`config.mk`:
```
export PLATFORM = sky130hd
export DESIGN_NAME = sync_marker_frame_aligner_core
export DESIGN_NICKNAME = d
export VERILOG_FILES = /design/src/sv/smfa_pkg.sv /design/src/sv/smfa_match.sv /design/src/sv/smfa_cell.sv /design/src/sv/sync_marker_frame_aligner_core.sv
export SDC_FILE = /design/constraint.sdc
export NUM_CORES = 1
export LEC_CHECK = 0
export BUFFER_PORTS_ARGS = -buffer_cell sky130_fd_sc_hd__buf_2
export CORE_UTILIZATION = 30
export CTS_CLUSTER_SIZE = 16
export DETAILED_ROUTE_END_ITERATION = 10
export SLEW_MARGIN = 20
export SYNTH_ARGS = -nofsm -noshare
export SYNTH_HDL_FRONTEND = slang
export SYNTH_SLANG_ARGS = --single-unit
```
`constraint.sdc`:
```
create_clock -name clk -period 16.6 [get_ports clk]
set_input_delay 2.49 -clock clk [delete_from_list [all_inputs] [get_ports clk]]
set_output_delay 2.49 -clock clk [all_outputs]
set_load 0.1 [all_outputs]
```
`src/sv/smfa_pkg.sv`:
```
// ----------------------------------------------------------------------------
// Sync marker frame aligner package
// Shared widths, register indexes, reset values and the cell control type.
// ----------------------------------------------------------------------------
`default_nettype none

package smfa_pkg;

  localparam int FRAME_LEN_DEF = 12;

  localparam int SAMPLE_W   = 16;
  localparam int TOL_W      = 10;
  localparam int SLOT_W     = 4;
  localparam int CFG_IDX_W  = 2;
  localparam int M_PAYLOAD_W = SLOT_W + SAMPLE_W;
  localparam int M_TDATA_W  = ((M_PAYLOAD_W + 7) / 8) * 8;
  localparam int M_PAD_W    = M_TDATA_W - M_PAYLOAD_W;

  localparam logic [CFG_IDX_W-1:0] REG_MARKER_FIRST  = 2'd0;
  localparam logic [CFG_IDX_W-1:0] REG_MARKER_SECOND = 2'd1;
  localparam logic [CFG_IDX_W-1:0] REG_TOLERANCE     = 2'd2;

  localparam logic signed [SAMPLE_W-1:0] MARKER_FIRST_RST  = -16'sd3856;
  localparam logic signed [SAMPLE_W-1:0] MARKER_SECOND_RST = 16'sd3855;
  localparam logic [TOL_W-1:0]           TOLERANCE_RST     = 10'd5;

  typedef struct packed {
    logic shift;
  } cell_ctl_t;

endpackage

`default_nettype wire

```
`src/sv/smfa_match.sv`:
```
// ----------------------------------------------------------------------------
// Marker word matcher
// Flags a sample that lies within the tolerance window around a marker word.
// ----------------------------------------------------------------------------
`default_nettype none

module smfa_match (
  input  wire logic signed [smfa_pkg::SAMPLE_W-1:0] sample,
  input  wire logic signed [smfa_pkg::SAMPLE_W-1:0] marker,
  input  wire logic        [smfa_pkg::TOL_W-1:0]    tolerance,
  output logic                                      hit
);
  import smfa_pkg::*;

  localparam int EXT_W = SAMPLE_W + 2;

  logic signed [EXT_W-1:0] s_ext;
  logic signed [EXT_W-1:0] m_ext;
  logic signed [EXT_W-1:0] t_ext;
  logic signed [EXT_W-1:0] lo;
  logic signed [EXT_W-1:0] hi;

  always_comb begin
    s_ext = EXT_W'(sample);
    m_ext = EXT_W'(marker);
    t_ext = signed'(EXT_W'(tolerance));
    lo    = m_ext - t_ext;
    hi    = m_ext + t_ext;
    hit   = (s_ext >= lo) && (s_ext <= hi);
  end

endmodule

`default_nettype wire

```
`src/sv/smfa_cell.sv`:
```
// ----------------------------------------------------------------------------
// Frame store cell
// Holds one slot of the frame and takes its neighbour's sample, or a new one at the tail, on a shift.
// ----------------------------------------------------------------------------
`default_nettype none

module smfa_cell (
  input  wire logic                                 clk,
  input  wire smfa_pkg::cell_ctl_t                  ctl,
  input  wire logic signed [smfa_pkg::SAMPLE_W-1:0] din,
  output logic signed [smfa_pkg::SAMPLE_W-1:0]      dout
);
  import smfa_pkg::*;

  logic signed [SAMPLE_W-1:0] value;

  always_ff @(posedge clk) begin
    if (ctl.shift) begin
      value <= din;
    end
  end

  assign dout = value;

endmodule

`default_nettype wire

```
`src/sv/sync_marker_frame_aligner_core.sv`:
```
// ----------------------------------------------------------------------------
// Sync marker frame aligner
// Aligns frames of FRAME_LEN slots between two marker words in a sample
// stream and plays each complete frame out slot by slot through a cell chain.
// ----------------------------------------------------------------------------
// Latency: the first slot of a frame appears in the cycle after the closing
// marker beat; the frame then leaves at up to one beat per cycle, FRAME_LEN beats.
// Throughput: one sample per cycle, except during frame readout, when the
// input stalls until the last slot beat is taken.
// Reset: synchronous, clears the fill index, the arm flag and the readout,
// and loads the marker and tolerance registers with their default values.
`default_nettype none

module sync_marker_frame_aligner_core #(
  parameter int FRAME_LEN = smfa_pkg::FRAME_LEN_DEF
) (
  input  wire logic                              clk,
  input  wire logic                              rst,
  input  wire logic                              s_tvalid,
  output logic                                   s_tready,
  // sample [15:0]
  input  wire logic [smfa_pkg::SAMPLE_W-1:0]     s_tdata,
  output logic                                   m_tvalid,
  input  wire logic                              m_tready,
  // slot [3:0], frame_sample [19:4], zero padding [23:20]
  output logic [smfa_pkg::M_TDATA_W-1:0]         m_tdata,
  output logic                                   m_tlast,
  input  wire logic                              cfg_valid,
  output logic                                   cfg_ready,
  input  wire logic [smfa_pkg::CFG_IDX_W-1:0]    cfg_index,
  input  wire logic [smfa_pkg::SAMPLE_W-1:0]     cfg_data
);
  import smfa_pkg::*;

  localparam int FW = $clog2(FRAME_LEN + 2);
  localparam int CW = $clog2(FRAME_LEN);

  logic signed [SAMPLE_W-1:0] marker_first;
  logic signed [SAMPLE_W-1:0] marker_second;
  logic [TOL_W-1:0]           tolerance;
  logic [FW-1:0]              fill_index;
  logic [FW-1:0]              fill_inc;
  logic                       armed;
  logic                       emitting;
  logic [CW-1:0]              count;
  logic                       in_acc;
  logic                       out_acc;
  logic                       hit_first;
  logic                       hit_second;
  logic                       count_last;
  logic signed [SAMPLE_W-1:0] sample;
  cell_ctl_t                  cell_ctl;
  logic signed [SAMPLE_W-1:0] chain_in  [FRAME_LEN];
  logic signed [SAMPLE_W-1:0] chain_out [FRAME_LEN];

  assign sample     = signed'(s_tdata);
  assign s_tready   = !emitting;
  assign cfg_ready  = 1'b1;
  assign in_acc     = s_tvalid && s_tready;
  assign out_acc    = m_tvalid && m_tready;
  assign count_last = (count == CW'(FRAME_LEN - 1));
  assign fill_inc   = (fill_index < FW'(FRAME_LEN + 1)) ? fill_index + 1'b1 : fill_index;

  smfa_match u_match_first (
    .sample    (sample),
    .marker    (marker_first),
    .tolerance (tolerance),
    .hit       (hit_first)
  );

  smfa_match u_match_second (
    .sample    (sample),
    .marker    (marker_second),
    .tolerance (tolerance),
    .hit       (hit_second)
  );

  always_ff @(posedge clk) begin
    if (rst) begin
      marker_first  <= MARKER_FIRST_RST;
      marker_second <= MARKER_SECOND_RST;
      tolerance     <= TOLERANCE_RST;
      fill_index    <= '0;
      armed         <= 1'b0;
      emitting      <= 1'b0;
      count         <= '0;
    end else begin
      if (cfg_valid && cfg_ready) begin
        case (cfg_index)
          REG_MARKER_FIRST:  marker_first  <= signed'(cfg_data);
          REG_MARKER_SECOND: marker_second <= signed'(cfg_data);
          REG_TOLERANCE:     tolerance     <= cfg_data[TOL_W-1:0];
          default: begin
          end
        endcase
      end
      if (in_acc) begin
        if (!armed) begin
          armed      <= hit_first;
          fill_index <= fill_inc;
        end else if (hit_first) begin
          fill_index <= fill_inc;
        end else if (hit_second) begin
          armed      <= 1'b0;
          fill_index <= '0;
          if (fill_inc == FW'(FRAME_LEN)) begin
            emitting <= 1'b1;
            count    <= '0;
          end
        end else begin
          armed      <= 1'b0;
          fill_index <= fill_inc;
        end
      end
      if (out_acc) begin
        if (count_last) begin
          emitting <= 1'b0;
          count    <= '0;
        end else begin
          count <= count + 1'b1;
        end
      end
    end
  end

  // New samples enter at the tail; after a full frame slot k sits in cell k.
  assign cell_ctl.shift = (in_acc && (fill_index < FW'(FRAME_LEN))) || out_acc;

  for (genvar i = 0; i < FRAME_LEN; i++) begin : g_cell
    if (i == FRAME_LEN - 1) begin : g_tail
      assign chain_in[i] = sample;
    end else begin : g_body
      assign chain_in[i] = chain_out[i+1];
    end
    smfa_cell u_cell (
      .clk  (clk),
      .ctl  (cell_ctl),
      .din  (chain_in[i]),
      .dout (chain_out[i])
    );
  end

  assign m_tvalid = emitting;
  assign m_tdata  = {{M_PAD_W{1'b0}}, chain_out[0], SLOT_W'(count)};
  assign m_tlast  = count_last;

`ifndef SYNTHESIS
  a_no_input_during_readout: assert property (@(posedge clk) disable iff (rst)
    emitting |-> !s_tready)
    else $error("input accepted during frame readout");

  a_fill_saturates: assert property (@(posedge clk) disable iff (rst)
    fill_index <= FW'(FRAME_LEN + 1))
    else $error("fill index beyond saturation");

  a_readout_starts_at_slot_zero: assert property (@(posedge clk) disable iff (rst)
    $rose(m_tvalid) |-> (count == '0))
    else $error("frame readout did not start at slot zero");

  a_readout_ends_after_last: assert property (@(posedge clk) disable iff (rst)
    (m_tvalid && m_tready && m_tlast) |=> !m_tvalid)
    else $error("readout continued past the last slot");

  a_readout_starts_on_marker: assert property (@(posedge clk) disable iff (rst)
    $rose(emitting) |-> $past(in_acc && armed && hit_second && !hit_first))
    else $error("readout started without a closing marker");
`endif

endmodule

`default_nettype wire

```
Word-level counts from Yosys, hierarchy flattened
Index checks and enable logic that the tools add are counted.

storage, ports and cells
  bits in registers = 244
  bits in latches = 0
  bits in writable memories = 0
  bits in read-only memories = 0
  input port bits = 39
  output and inout port bits = 28
  word-level logic and storage cells = 72
  memories kept = 0

cells by class
  add/sub/neg operators = 6
  multipliers = 0
  div/mod/pow operators = 0
  magnitude comparators = 6
  equal/unequal tests = 5
  shifts and indexed selects = 0
  muxes and demuxes = 20
  bitwise operators = 0
  reduce and logical (&&, ||, !) cells = 16

operator list
  operator             count
  $mux 4               11
  $add 16x11->17       2
  $ge 16x17->1         2
  $le 16x17->1         2
  $sub 16x11->17       2
  $mux 1               9
  $add 4x1->4 const B  2
  $eq 4x4->1 const B   2
  $lt 4x4->1 const B   2
  $reduce_bool 2->1    4
  $reduce_and 2->1     3
  $logic_and 1x1->1    5
  $reduce_and 5->1     1
  $eq 2x1->1 const B   1
  $eq 2x2->1 const B   1
  $logic_not 2->1      1
  $ne 2x2->1 const B   1
  $logic_not 1->1      1
  $logic_or 1x1->1     1

Longest topological paths before layout
  depth in word-level cells = 10
  gate-level depth with buffers = 21
  mapped depth without buffers = 21

Cells and area by module
From an unflattened synthesis, not the netlist that was laid out.

unflattened totals
  cell total of the unflattened synthesis = 993
  area total of the unflattened synthesis = 11980.2 um^2

by module, submodules not included
  module                          instances  cells an instance  area an instance (um^2)  sequential area each (um^2)
  smfa_cell                       12         16                 480.5                    480.5
  sync_marker_frame_aligner_core  1          267                2170.8                   1041.0
  smfa_match at u_match_second    1          269                2040.7                   0.0
  smfa_match at u_match_first     1          265                2003.2                   0.0

Worst setup path before layout
Ideal clock, no wire load.

  path type = input to register
  start = in s_tvalid
  end = reg g_cell[0].u_cell.value[0], enable pin
  setup time = 1009 ps
  data arrival time = 16096 ps
  data required time = 15591 ps
  path slack = -505 ps
  cell stages on the path = 2
  path buffers = 0
  cell sequence = nand2_1 -> o21ai_0

between the ends
  word-level cells in the longest chain between the ends = 3

RTL lines
  item                  line                                   RTL
  from (decl)           sync_marker_frame_aligner_core.sv:19   input wire logic s_tvalid,
  $logic_and 1x1->1     sync_marker_frame_aligner_core.sv:59   assign in_acc = s_tvalid && s_tready;
  $logic_and 1x1->1     sync_marker_frame_aligner_core.sv:127  assign cell_ctl.shift = (in_acc && (fill_index < FW'(FRAME_LEN))) || out_acc;
  $logic_or 1x1->1      sync_marker_frame_aligner_core.sv:127
  net cell_ctl          sync_marker_frame_aligner_core.sv:52   cell_ctl_t cell_ctl;
  to (signal assigned)  smfa_cell.sv:19                        value <= din;
  to (decl)             smfa_cell.sv:15                        logic signed [SAMPLE_W-1:0] value;

The timed path passes the listed nets, and every way through them passes these cells.
A chain may end at the register's enable or synchronous reset.

Worst setup path in the final report
  start = reg tolerance[1]
  end = reg emitting, in the netlist m_tvalid

between the ends
  word-level cells in the longest chain between the ends = 9
  elaborated cells between the ends (all ways) = 16
  those cells by class = add/sub (4); order compare (4); mux (6); reduce/logical (2)

RTL lines
  item                                                     line                                   RTL
  from (decl)                                              sync_marker_frame_aligner_core.sv:40   logic [TOL_W-1:0] tolerance;
  from (signal assigned)                                   sync_marker_frame_aligner_core.sv:92   REG_TOLERANCE: tolerance <= cfg_data[TOL_W-1:0];
  $sub 16x11->17 / $add 16x11->17 (equally long branches)  smfa_match.sv:27, smfa_match.sv:28
  $ge 16x17->1 / $le 16x17->1 (equally long branches)      smfa_match.sv:29                       hit = (s_ext >= lo) && (s_ext <= hi);
  $logic_and 1x1->1                                        smfa_match.sv:29
  $mux 1                                                   sync_marker_frame_aligner_core.sv:103  end else if (hit_second) begin
  $mux 1 (*)                                               sync_marker_frame_aligner_core.sv:101  end else if (hit_first) begin
  $mux 1 (*)                                               sync_marker_frame_aligner_core.sv:98   if (!armed) begin
  $mux 1 (*)                                               sync_marker_frame_aligner_core.sv:97   if (in_acc) begin
  $mux 1                                                   sync_marker_frame_aligner_core.sv:116  if (count_last) begin
  $mux 1 (*)                                               sync_marker_frame_aligner_core.sv:115  if (out_acc) begin
  to (signal assigned)                                     sync_marker_frame_aligner_core.sv:85   emitting <= 1'b0;
  to (signal assigned)                                     sync_marker_frame_aligner_core.sv:107  emitting <= 1'b1;
  to (signal assigned)                                     sync_marker_frame_aligner_core.sv:117  emitting <= 1'b0;
  to (decl)                                                sync_marker_frame_aligner_core.sv:44   logic emitting;

Every way passes the cells marked *; elsewhere a longest branch is shown, timed or not.

==> flow_summary.yaml <==
synthesis:
  synth.avg_cell_area_um2: 12.6
  ys_seq_area_share_pct: 59.0
  syn_inst: 914
  yosysWarnings: 0
  synth_edf_count: 192
  syn-cell-area_mm2: 0.0115
  postSynth.asyncResetShare_pct: 0
  synth-main-ff-cell: "edfxtp_1"
  synth_cell_types: 70
  ys_ff_latch: 244
finish:
  fin_area_mm2: 0.0131
  diodes: 0
  fin_nets: 1132
  filler_cell_count: 3686
  synthToLayoutAreaGrowth_pct: 13.7
  drive_above_1_share_pct: 11.8
timing:
  hold_viol: 0
  post-route-period-util_pct: 28.0
  rsz0062_at_grt: "false"
  worst_pin_slew_ps: 992
  setup_tns_ps: 0
  final-setup-viol-count: 0
  relSlewSlack_pct: 33.9
  finalMaxSlewViolations: 0
  finalCriticalPeriod_ps: 4650
  finalClockSkew_ps: 20.7
  fmax_mhz: 215
clock_network:
  cts_resized: 0
  postCtsHoldBufs: 0
  cts_buffer_depth: 3
  cts_setup_buffers: 0
  cts-root-buf: "clkbuf_16"
  cts_tree: "done"
  htreeDepth: 1
  cts.sinks: 244
  path_clk_slew_ps: 60
  clk_latency_ps: 530
  cts_made_buffers: 24
floorplan:
  die_w_um: 198
  core-area_mm2: 0.0378
  fp.dieH_um: 198
  io_pins: 67
  rows: 71
  dieArea_mm2: 0.0392
  start_util_pct: 30.5
worst_setup_path:
  cp-start-kind: "flop"
  arrival_ps: 5080
  cp.required_ps: 17020
  critPathKind: "reg2reg"
  cp_max_fo: 8
  cp-end-kind: "flop"
global_routing:
  antenna_found_initial: 1
  grtUsageTotal_pct: 11.0
  grt_max_degree: 84
  overflow: 0
  grt_first_pass_wirelength_um: 34000
  grt_pass1_vias: 6760
route:
  first_iter_violations: 326
  route.detailed.drc: 0
  wl_per_cell_um: 13.9
  via_per_inst: 4.60
  vias: 6931
  wirelength_um: 21000
  first_pass_iters: 5
  ant_nets: 0
power_and_ir_drop:
  p_leak_uw: 0.00500
  net-switching-power_uw: 339
  power_frac_clock_pct: 36.7
  p_sw_share_pct: 24.7
  power_density_mw_per_mm2: 105
  ir_worst_vdd_mv: 0.0692
  internal_power_uw: 1040
  power.share.combinational_pct: 11.9
  pwr-share-seq_pct: 51.4
worst_hold_path:
  hold_class: "reg2reg"
placement:
  place_congestion: 0.866
  post-dp-hpwl_um: 15300
  io_buffers: 61
  placed_cell_area_mm2: 0.0124
job:
  drv_cap: 0
status:
  status: "finished, final reports clean"
[cell usage after synthesis (all sizes together) (4+ instances only)]
| cell type | n | area, µm² |
|---|---|---|
| edfxtp | 192 | 5770 |
| a21oi | 65 | 344 |
| o21bai | 8 | 71.3 |
| a41oi | 4 | 35.0 |
| o21a | 4 | 30.0 |
| dfxtp | 52 | 1040 |
| nor2b | 9 | 58.8 |
| or3 | 6 | 42.5 |
| nor3 | 17 | 85.1 |
| nand2 | 83 | 312 |
| xor2 | 17 | 149 |
| nor4 | 6 | 52.6 |
| and3 | 5 | 31.3 |
| o31ai | 8 | 60.1 |
| o211ai | 7 | 57.6 |
| nand2b | 13 | 81.3 |
| inv | 47 | 176 |
| ha | 111 | 1390 |
| a211o | 5 | 43.8 |
| nand3 | 11 | 55.1 |
| buf | 9 | 60.1 |
| a211oi | 7 | 52.6 |
| mux2i | 8 | 80.1 |
| xnor2 | 34 | 298 |
| fa | 4 | 80.1 |
| a21o | 5 | 37.5 |
| nor2 | 51 | 191 |
| nand3b | 17 | 128 |
| clkbuf | 20 | 75.1 |
| o21ai | 36 | 184 |
| nand4 | 10 | 62.6 |
[cells by family (layout without fill, tap and decap cells)]
logic type	count (synthesis)	in the layout	synth area share, %
and+or+nand+nor	244	244	10.6
adders and majority gates	115	115	12.7
xor gates and xnor gates	51	51	3.87
other	2	5	0.0651
buffers and inverters	76	155	2.70
AOI/OAI and AO/OA	174	174	10.3
muxes	8	8	0.694
DFF	244	244	59.0
[placed cells by master, fill, tap and decap left out, types with 6 or more instances in the layout]
master and count:
a21oi_1 60, xor2_1 17, o21bai_1 7, nand2_1 83
xnor2_1 34, a211oi_1 7, o21ai_0 27, clkbuf_1 8
o31ai_1 8, inv_1 47, edfxtp_1 192, o211ai_1 6
ha_1 111, nor3_1 17, nand4_1 10, dfxtp_1 52
nor2b_1 8, nand3_1 11, clkbuf_16 24, mux2i_1 8
nor2_1 51, nand2b_1 13, o21ai_1 7, buf_2 61
nand3b_1 17
[state kept, by name (all words and copies together) (netlist names)]
| name | flops |
|---|---|
| armed | 1 |
| count | 4 |
| fill_index | 4 |
| g_cell.u_cell.dout | 192 |
| m_tvalid | 1 |
| marker_first | 16 |
| marker_second | 16 |
| tolerance | 10 |
[worst paths after layout]
path,slack (ps),cells after the start,endpoint,startpoint
max,11950,19,m_tvalid,tolerance[1]
min,410,0,g_cell[2].u_cell.dout[4],g_cell[3].u_cell.dout[4]
max reg2reg,11950,19,m_tvalid,tolerance[1]
min reg2reg,410,0,g_cell[2].u_cell.dout[4],g_cell[3].u_cell.dout[4]
[metal layers]
metal / wire [µm] / vias to the layer above / GRT usage, % / part of all wire, %
li1: - / 3477 / - / -
met1: 9680 / 3267 / 14.1 / 46
met2: 9670 / 142 / 18.3 / 46
met3: 1060 / 43 / 2.52 / 5.1
met4: 584 / 2 / 3.50 / 2.8
met5: 12 / - / 0 / 0.057
[through the flow]
stage	instances	util, %	power, µW	worst slack [ps]	hold WS (ps)
finish	1507	34.7	1380	11950	415
global route	1507	34.7	1440	11620	415
CTS	1507	34.7	1390	11950	414
detailed placement	1463	32.8	885	11580	405
global placement	1463	32.8	878	11640	400
floorplan	917	-	846	4690	400
[worst max-delay path: stages, from the launching register on]
cell	delay, ps
dfxtp_1	470
inv_1	220
fa_1	480
o21bai_1	160
a21o_1	160
a21oi_1	90
o21a_1	210
o31ai_1	350
a21oi_2	150
and3b_1	240
xnor2_1	90
ha_1	310
nand3_1	150
nor3_1	310
a41oi_1	190
a21oi_1	150
a41oi_1	80
o21ai_2	410
nor2_1	130
o21ba_1	200
[power groups by stage]
stage / logic, µW / registers [µW] / clock network (µW)
floorplan: 108 / 738 / 0
global placement: 159 / 719 / 0
detailed placement: 164 / 721 / 0
CTS: 164 / 708 / 523
global route: 185 / 711 / 546
finish: 163 / 707 / 504
[cell type report]
type / instances / area (µm²) / area share [%]
multi-input cells: 597 / 4440 / 33.8
well taps: 511 / 639 / 4.88
clock buffers: 32 / 631 / 4.81
repair buffers: 64 / 328 / 2.50
flip-flops and latches: 244 / 6810 / 51.9
clock inverters: 12 / 95.1 / 0.725
inverters: 47 / 176 / 1.35
No activity file was read; power rests on OpenSTA's default activity.
